--- src/rtl/core/tcdq_pkg.sv ---
// Shared types and constants for the timed change delay queue.
// Used by the queue cell, the cell chain and the top level; no dependencies.
package tcdq_pkg;

	localparam int QUEUE_DEPTH = 16;
	localparam int VALUE_BITS  = 32;
	localparam int TIME_BITS   = 48;
	localparam int DELAY_BITS  = 32;
	localparam int WORD_BITS   = 32;

	localparam logic [TIME_BITS-1:0]  TIME_MAX    = {TIME_BITS{1'b1}};
	localparam logic [DELAY_BITS-1:0] DELAY_RESET = DELAY_BITS'(1000);

	// Request kinds carried in tuser
	localparam logic REQ_SAMPLE  = 1'b0;
	localparam logic REQ_RESTART = 1'b1;

	typedef logic [VALUE_BITS-1:0] val_t;
	typedef logic [TIME_BITS-1:0]  time_t;

	// One queued change: due time and value, plus occupancy
	typedef struct packed {
		logic  valid;
		time_t due;
		val_t  val;
	} entry_t;

	// Per-cycle command broadcast to every cell of the chain
	typedef enum logic [1:0] {
		CELL_HOLD,
		CELL_PUSH,
		CELL_SHIFT,
		CELL_SEED
	} cell_op_t;

	typedef struct packed {
		cell_op_t op;
		time_t    new_due;
		val_t     new_val;
	} cell_ctl_t;

	// Fit a 32-bit port word into the stored value width
	function automatic val_t to_val(logic [WORD_BITS-1:0] x);
		logic [63:0] xe;
		xe = 64'(x);
		return xe[VALUE_BITS-1:0];
	endfunction

	// Bring a stored value back to the 32-bit port word
	function automatic logic [WORD_BITS-1:0] from_val(val_t v);
		logic [63:0] ve;
		ve = 64'(v);
		return ve[WORD_BITS-1:0];
	endfunction

endpackage

--- src/rtl/core/tcdq_cell.sv ---
// One slot of the shifting change queue: holds a due time and a value.
// Depends on tcdq_pkg for the entry and command types.
module tcdq_cell import tcdq_pkg::*; (
	input  logic      clk,
	input  logic      arst_n,
	input  cell_ctl_t ctl,
	input  logic      first_cell,
	input  logic      left_valid,
	input  entry_t    right_ent,
	output entry_t    ent
);

	logic  valid_q;
	time_t due_q;
	val_t  val_q;
	logic  take_new;

	// A push lands in the first free slot, right behind the last occupied one
	assign take_new = (ctl.op == CELL_PUSH) && !valid_q && left_valid;

	// Occupancy
	always_ff @(posedge clk or negedge arst_n) begin
		if (!arst_n) begin
			valid_q <= 1'b0;
		end else begin
			unique case (ctl.op)
				CELL_HOLD: begin
				end
				CELL_PUSH: begin
					if (take_new) valid_q <= 1'b1;
				end
				CELL_SHIFT: begin
					valid_q <= right_ent.valid;
				end
				CELL_SEED: begin
					valid_q <= first_cell;
				end
			endcase
		end
	end

	// Payload: load new entry or advance toward the head
	always_ff @(posedge clk) begin
		if (take_new || ctl.op == CELL_SEED) begin
			due_q <= ctl.new_due;
			val_q <= ctl.new_val;
		end else if (ctl.op == CELL_SHIFT) begin
			due_q <= right_ent.due;
			val_q <= right_ent.val;
		end
	end

	assign ent = '{valid: valid_q, due: due_q, val: val_q};

endmodule

--- src/rtl/core/tcdq_chain.sv ---
// Row of queue cells; cell 0 is the oldest entry, entries advance one slot per pop.
// Depends on tcdq_pkg and tcdq_cell.
module tcdq_chain import tcdq_pkg::*; (
	input  logic      clk,
	input  logic      arst_n,
	input  cell_ctl_t ctl,
	output entry_t    head,
	output logic      full
);

	entry_t cells [QUEUE_DEPTH];

	for (genvar i = 0; i < QUEUE_DEPTH; i++) begin : g_cell
		logic   left_v;
		entry_t right_e;

		// Wire neighbors; the row ends are tied off
		if (i == 0) begin : g_first
			assign left_v = 1'b1;
		end else begin : g_mid
			assign left_v = cells[i-1].valid;
		end
		if (i == QUEUE_DEPTH - 1) begin : g_last
			assign right_e = '0;
		end else begin : g_inner
			assign right_e = cells[i+1];
		end

		tcdq_cell u_cell (
			.clk        (clk),
			.arst_n     (arst_n),
			.ctl        (ctl),
			.first_cell ((i == 0) ? 1'b1 : 1'b0),
			.left_valid (left_v),
			.right_ent  (right_e),
			.ent        (cells[i])
		);
	end

	assign head = cells[0];
	assign full = cells[QUEUE_DEPTH-1].valid;

endmodule

--- src/rtl/core/timed_change_delay_queue.sv ---
// Timed change delay queue: control sequencer, output register and delay register.
// Depends on tcdq_pkg and tcdq_chain.
//
// Usage:
//   Input stream (s_axis_*): one transfer per sample or restart request.
//   tuser selects the kind (0 = sample, 1 = restart); tdata carries the time
//   stamp in ticks and the source value. Each request yields exactly one result
//   transfer on m_axis_*: changed flag, held output value and overflow flag.
//   A sample whose value differs from the newest queued one (or from the held
//   output when the queue is empty) is queued, if there is room, with due = now + delay_ticks,
//   saturated. Entries due strictly before now then leave the queue in order.
//   cfg_* writes delay_ticks; write it only while the block is idle.
// Sequence:
//   A sample goes through accept, queue update, one step per matured entry
//   plus a final check at the head cell, and result load. A restart goes
//   through accept, seed and result load. Matured entries leave one per cycle
//   by shifting the cell row. One request is in flight at a time.
// Reset:
//   arst_n empties the queue, clears the held output, sets delay_ticks to 1000.
// Back-pressure:
//   A result waits in the output register while m_axis_tready is low; the
//   next request is already accepted and held until that register frees up.
module timed_change_delay_queue import tcdq_pkg::*; (
	input  logic        clk,
	input  logic        arst_n,
	input  logic        s_axis_tvalid,
	output logic        s_axis_tready,
	input  logic [79:0] s_axis_tdata,  // [47:0] now_time, [79:48] sample_value
	input  logic [0:0]  s_axis_tuser,  // [0] req_type
	output logic        m_axis_tvalid,
	input  logic        m_axis_tready,
	output logic [39:0] m_axis_tdata,  // [0] changed, [32:1] out_value, [33] overflow
	input  logic        cfg_valid,
	output logic        cfg_ready,
	input  logic [31:0] cfg_data
);

	typedef enum logic [1:0] {
		ST_IDLE,
		ST_PUSH,
		ST_POP,
		ST_DONE
	} state_t;

	state_t                state_q;
	logic                  req_q;
	time_t                 now_q;
	val_t                  val_q;
	val_t                  held_q;
	val_t                  tail_q;
	logic [DELAY_BITS-1:0] delay_q;
	logic                  changed_q;
	logic                  overflow_q;
	logic                  m_tvalid_q;
	logic [39:0]           m_tdata_q;

	cell_ctl_t    ctl;
	entry_t       head;
	logic         full;
	logic         differs;
	logic         mature;
	logic         out_free;
	logic [TIME_BITS:0] due_sum;
	time_t        due_sat;

	tcdq_chain u_chain (
		.clk    (clk),
		.arst_n (arst_n),
		.ctl    (ctl),
		.head   (head),
		.full   (full)
	);

	// Compare against newest queued value, or held output when empty
	assign differs  = head.valid ? (tail_q != val_q) : (held_q != val_q);
	assign mature   = head.valid && (head.due < now_q);
	assign due_sum  = {1'b0, now_q} + (TIME_BITS+1)'(delay_q);
	assign due_sat  = due_sum[TIME_BITS] ? TIME_MAX : due_sum[TIME_BITS-1:0];
	assign out_free = !m_tvalid_q || m_axis_tready;

	// Drive the cell row
	always_comb begin
		ctl.op      = CELL_HOLD;
		ctl.new_due = (req_q == REQ_RESTART) ? now_q : due_sat;
		ctl.new_val = val_q;
		unique case (state_q)
			ST_PUSH: begin
				if (req_q == REQ_RESTART) ctl.op = CELL_SEED;
				else if (differs && !full) ctl.op = CELL_PUSH;
			end
			ST_POP: begin
				if (mature) ctl.op = CELL_SHIFT;
			end
			ST_IDLE, ST_DONE: begin
			end
		endcase
	end

	// Sequencer with registered result
	always_ff @(posedge clk or negedge arst_n) begin
		if (!arst_n) begin
			state_q    <= ST_IDLE;
			held_q     <= '0;
			changed_q  <= 1'b0;
			overflow_q <= 1'b0;
			m_tvalid_q <= 1'b0;
		end else begin
			// Load a new result or drop the one just transferred
			if (state_q == ST_DONE && out_free) m_tvalid_q <= 1'b1;
			else if (m_axis_tready) m_tvalid_q <= 1'b0;
			unique case (state_q)
				ST_IDLE: begin
					if (s_axis_tvalid) state_q <= ST_PUSH;
				end
				ST_PUSH: begin
					changed_q  <= 1'b0;
					overflow_q <= (req_q == REQ_SAMPLE) && differs && full;
					state_q    <= (req_q == REQ_RESTART) ? ST_DONE : ST_POP;
				end
				ST_POP: begin
					if (mature) begin
						held_q    <= head.val;
						changed_q <= 1'b1;
					end else begin
						state_q <= ST_DONE;
					end
				end
				ST_DONE: begin
					if (out_free) state_q <= ST_IDLE;
				end
			endcase
		end
	end

	// Request capture, newest queued value and result payload
	always_ff @(posedge clk) begin
		if (state_q == ST_IDLE && s_axis_tvalid) begin
			req_q <= s_axis_tuser[0];
			now_q <= s_axis_tdata[47:0];
			val_q <= to_val(s_axis_tdata[79:48]);
		end
		if (ctl.op == CELL_PUSH || ctl.op == CELL_SEED) tail_q <= val_q;
		if (state_q == ST_DONE && out_free) begin
			m_tdata_q <= {6'b0, overflow_q, from_val(held_q), changed_q};
		end
	end

	// Delay register
	always_ff @(posedge clk or negedge arst_n) begin
		if (!arst_n) begin
			delay_q <= DELAY_RESET;
		end else if (cfg_valid) begin
			delay_q <= cfg_data;
		end
	end

	assign s_axis_tready = (state_q == ST_IDLE);
	assign m_axis_tvalid = m_tvalid_q;
	assign m_axis_tdata  = m_tdata_q;
	assign cfg_ready     = 1'b1;

endmodule

--- config.mk ---
export PLATFORM = sky130hd
export DESIGN_NAME = timed_change_delay_queue
export DESIGN_NICKNAME = d
export VERILOG_FILES = /design/src/rtl/core/tcdq_pkg.sv /design/src/rtl/core/tcdq_cell.sv /design/src/rtl/core/tcdq_chain.sv /design/src/rtl/core/timed_change_delay_queue.sv
export SDC_FILE = /design/constraint.sdc
export NUM_CORES = 2
export LEC_CHECK = 0
export ABC_AREA = 0
export BUFFER_PORTS_ARGS = -buffer_cell sky130_fd_sc_hd__buf_4
export CAP_MARGIN = 40
export CORE_MARGIN = 10
export CORE_UTILIZATION = 55
export DETAILED_ROUTE_END_ITERATION = 10
export GPL_TIMING_DRIVEN = 0
export PLACE_DENSITY_LB_ADDON = 0.2
export REMOVE_ABC_BUFFERS = 1
export SLEW_MARGIN = 30
export SYNTH_ARGS = -nofsm -noshare
export SYNTH_HDL_FRONTEND = slang
export SYNTH_HIERARCHICAL = 1
export SYNTH_SLANG_ARGS = --single-unit
--- constraint.sdc ---
create_clock -name clk -period 10.5 [get_ports clk]
set_input_delay 2.625 -clock clk [delete_from_list [all_inputs] [get_ports clk]]
set_output_delay 2.625 -clock clk [all_outputs]
set_load 0.02 [all_outputs]
==> results.md <==
* Clock share of power at 21.9%
* Hold path startpoint: changed_q$_DFFE_PN0P_
* CTS Sinks at 1,512
* Crit path time final at 5830 ps
* Worst Hold End: m_axis_tdata[0]$_DFFE_PP_
* CTS tree: done
* Buffers added on ports at 153
* Setup Viol. Count Final at 0
* Post-synth top area share at 62.8%
* Worst hold-check path type: reg -> reg
* Layout area overhead at 15.8%
* Leakage power total at 0.0287 uW
* FF/Latch Area at 0.0450 mm2
* Gpl congestion at between 0.7 and 0.8
* Peak supply drop at around 0.00025 V
* Met2 wire length at 69,300 um
* Worst Path Required at 11,000 ps
* RSZ-0062 raised after global routing: false
* Die height at 372 um
* Slew Limit Headroom at 44.0%
* Logic gate share of total power at between 30% and 40%
* M1 WL at 64,700 um
* Sw frac at 29.7%
* Max Root-Sink Buffers at 3
* Clk_skew at 27.0 ps
* Global-route wire length before repair at 221,000 um
* Clock-pin slew on the worst setup and hold paths at 60 ps
* Slew Viols, Final at 0
* Yosys top cell by area: edfxtp_1
* Die X at roughly 370 um
* Initial antenna violation count at 0
* CTS H-tree lvls at 4
* Cells after Synth at ~3,800
* Worst-path fanout max at 36
* Synth Flop Type: edfxtp_1
* CP most frequent cell: buf_16
* Fillers at 8,676
* Max Cap Violations at 0
* Psw at 7030 uW
* Final hold vios at 0
* Pin count of the biggest net entering global routing at 55
* Worst path cell trace: inv_1, ha_1, nand2_1, o21ai_0, a41oi_1, o21ai_0, a21oi_1, o21ai_1, a221o_4, buf_16, a21boi_4, buf_16, buf_16, buf_16, buf_16, buf_6, o21ai_4, buf_16, buf_16, buf_16, mux2_2
* Initial Util at around 55%
* Core ar. at 0.123 mm2
* Ys Warns at 6
* Highest metal used: met4
* Routed len/inst at 24.1 um
* Maximum clock rate at roughly 170 MHz
* Diode count at 0
* Grt total ovfl at 0
* Clk Latency, worst-skew pair at 770 ps
* Cell Pwr Density at 299 mW/mm2
* DP HPWL at a little under 100,000 um
* Crit-path leading delay family: compound AO/OA/AOI/OAI gates
* CP Buf/Inv Count at 10
* Final net count at 4,426
* Number of enable flip-flop cells after synthesis at approximately 1,400
* Sequential share of power at 45.7%
* DR WL met3 at 7220 um
* Slew @ Worst Pin at 832 ps
* DRT iter0 DRCs at 2,334
* Sequential share of the synthesized area at 66.0%
* Path depth of the worst reg2reg path at 21
* Area of the multi-input gates at roughly 0.022 mm2
* Synth Area per Inst at about 18 um2
* Drt via density at approximately 5.8
* # Post-CTS Setup Buffers at 0
* I/O Pins at around 160
* Site Rows at 129
* Worst Setup Start Kind: register
* Die area at 0.138 mm2
* Yosys reg bits at 1,512
* Post-CTS Resized at 0
* Vias after detailed routing at 34,900
* FFs w/ async S/R, synth at 5.62%
* Status: complete, no violations
* Crit path DAT at approximately 6300 ps
* Hold_ws at 456 ps
* Most common library cells after synthesis: 1,427 x edfxtp_1, 1,201 x mux2_2, 160 x mux2_4
* Top-count cell post-synth: edfxtp_1
* Gr usage total at roughly a fifth
* Synth Cell Area at 0.0682 mm2
* Final design utilization at 63.9%
* Cell variety after synth at 71
* Remaining DRCs at 0
* Hold Buf Count CTS at 0
* Slowest stage cell, crit path: o21ai_1
* Root Buffer: clkbuf_16
* Hold Crit Depth at 0
* Flop2flop setup slack at 4670 ps
* 1st-pass router iterations at 6
* Routed WL at 144,000 um
* RR Startpoint: now_q[1]$_DFFE_PP_
* Worst setup EP type: register
* Cts bufs inserted at 159
* Layout cells sized above 1 at between 40 and 50%
* Top cells by area, synth: edfxtp_1 63%, mux2_2 20%, mux2_4 3.5%, dfrtp_1 2.9%, buf_6 2.1%
* Antenna-violating nets left at 0
* Vias in the first global route at 36,000
* CP max stage delay at 640 ps
* Kind of critical path: reg -> reg
* Final period util at 55.5%
* Internal power at between 15,000 and 20,000 uW
* Reg2reg end: u_chain/g_cell[12].u_cell/due_q[37]$_DFFE_PP_
-- worst register-to-register path, stage by stage, from the launching register on --
cell	delay [ps]
edfxtp_1	420
inv_1	110
ha_1	280
nand2_1	40
o21ai_0	190
a41oi_1	170
o21ai_0	370
a21oi_1	200
o21ai_1	650
a221o_4	320
buf_16	250
a21boi_4	210
buf_16	220
buf_16	180
buf_16	180
buf_16	170
buf_6	170
o21ai_4	500
buf_16	230
buf_16	180
buf_16	180
mux2_2	370
-- placed cells by master, fill, tap and decap left out, drive strengths merged, types with 33 or more instances in the layout --
cell type and count:
edfxtp 1427, mux2 1362, buf 331, clkbuf 217
conb 106, nand2 84, ha 83, dfrtp 79
inv 76, a21oi 71, clkinv 59, xnor2 54
o21ai 52, a21o 50, nor2 35, mux2i 33
-- cell families (layout without fill, tap and decap cells) --
kind of cell    count (synthesis)  after routing  share of synthesized area (%)
flops                        1512           1512                           66.0
mux                          1395           1395                           23.9
buf+inv                       254            692                           2.99
compound gates                250            250                           2.76
simple gates                  246            246                           2.03
fa+ha+maj                      84             84                           1.55
xor+xnor                       65             65                          0.835
other cells                     4            106                         0.0220
-- worst max-delay path by stage --
stage / depth (start not counted) / slack (ps) / end / startpoint
final: 21 / 4670 / u_chain/g_cell[12].u_cell/due_q[37]$_DFFE_PP_ / now_q[1]$_DFFE_PP_
after global placement: 7 / -9650 / u_chain/g_cell[3].u_cell/due_q[17]$_DFFE_PP_ / u_chain/g_cell[0].u_cell/valid_q$_DFFE_PN0P_
after global routing: 21 / 4550 / u_chain/g_cell[12].u_cell/due_q[45]$_DFFE_PP_ / now_q[1]$_DFFE_PP_
after CTS: 21 / 4670 / u_chain/g_cell[8].u_cell/due_q[38]$_DFFE_PP_ / now_q[1]$_DFFE_PP_
after detailed placement: 21 / 4690 / u_chain/g_cell[12].u_cell/due_q[34]$_DFFE_PP_ / now_q[1]$_DFFE_PP_
after floorplan: 7 / -2640 / u_chain/g_cell[0].u_cell/due_q[0]$_DFFE_PP_ / u_chain/g_cell[0].u_cell/valid_q$_DFFE_PN0P_
-- metal layers --
| layer | global-route usage, % | up-vias |
|---|---|---|
| met5 | 0 | - |
| met4 | 5.64 | 0 |
| met3 | 3.03 | 227 |
| met2 | 34.0 | 842 |
| met1 | 29.2 | 18100 |
| li1 | - | 15700 |
-- power groups by stage --
stage	registers, uW	logic (uW)	clock network (uW)
finish	10800	7650	5180
global placement	11100	6670	0
floorplan	10800	4730	0
global route	11000	8170	5550
detailed placement	10900	7670	0
CTS	10800	7710	5320
-- through the flow --
step | TNS [ps] | instance area (um2) | cells | total power [uW] | worst slack (ps)
finish | 0 | 79000 | 5987 | 23600 | 4670
global route | 0 | 79000 | 5987 | 24700 | 4550
CTS | 0 | 78900 | 5985 | 23800 | 4670
detailed placement | 0 | 74200 | 5698 | 18600 | 4690
global placement | - | 70000 | 5519 | 17800 | -9650
floorplan | -4121100 | 66800 | 3729 | 15500 | -2640
-- flip-flops by register name, summed over array words and instances, names as in the netlist --
signal	cells
u_chain/g_cell.u_cell/val_q	512
tail_q	32
state_q	2
held_q	32
val_q	32
req_q	1
changed_q	1
m_axis_tdata	34
now_q	48
delay_q	32
overflow_q	1
m_axis_tvalid	1
u_chain/g_cell.u_cell/due_q	768
u_chain/g_cell.u_cell/valid_q	16
-- cell type report --
cell class	instances	area share, %
well taps	1637	2.59
flip-flops and latches	1512	57.0
clock inverters	72	0.578
repair buffers	334	6.53
multi-input cells	2146	27.5
inverters	71	0.338
clock buffers	215	5.44
Power figures use the tool's default switching activity.
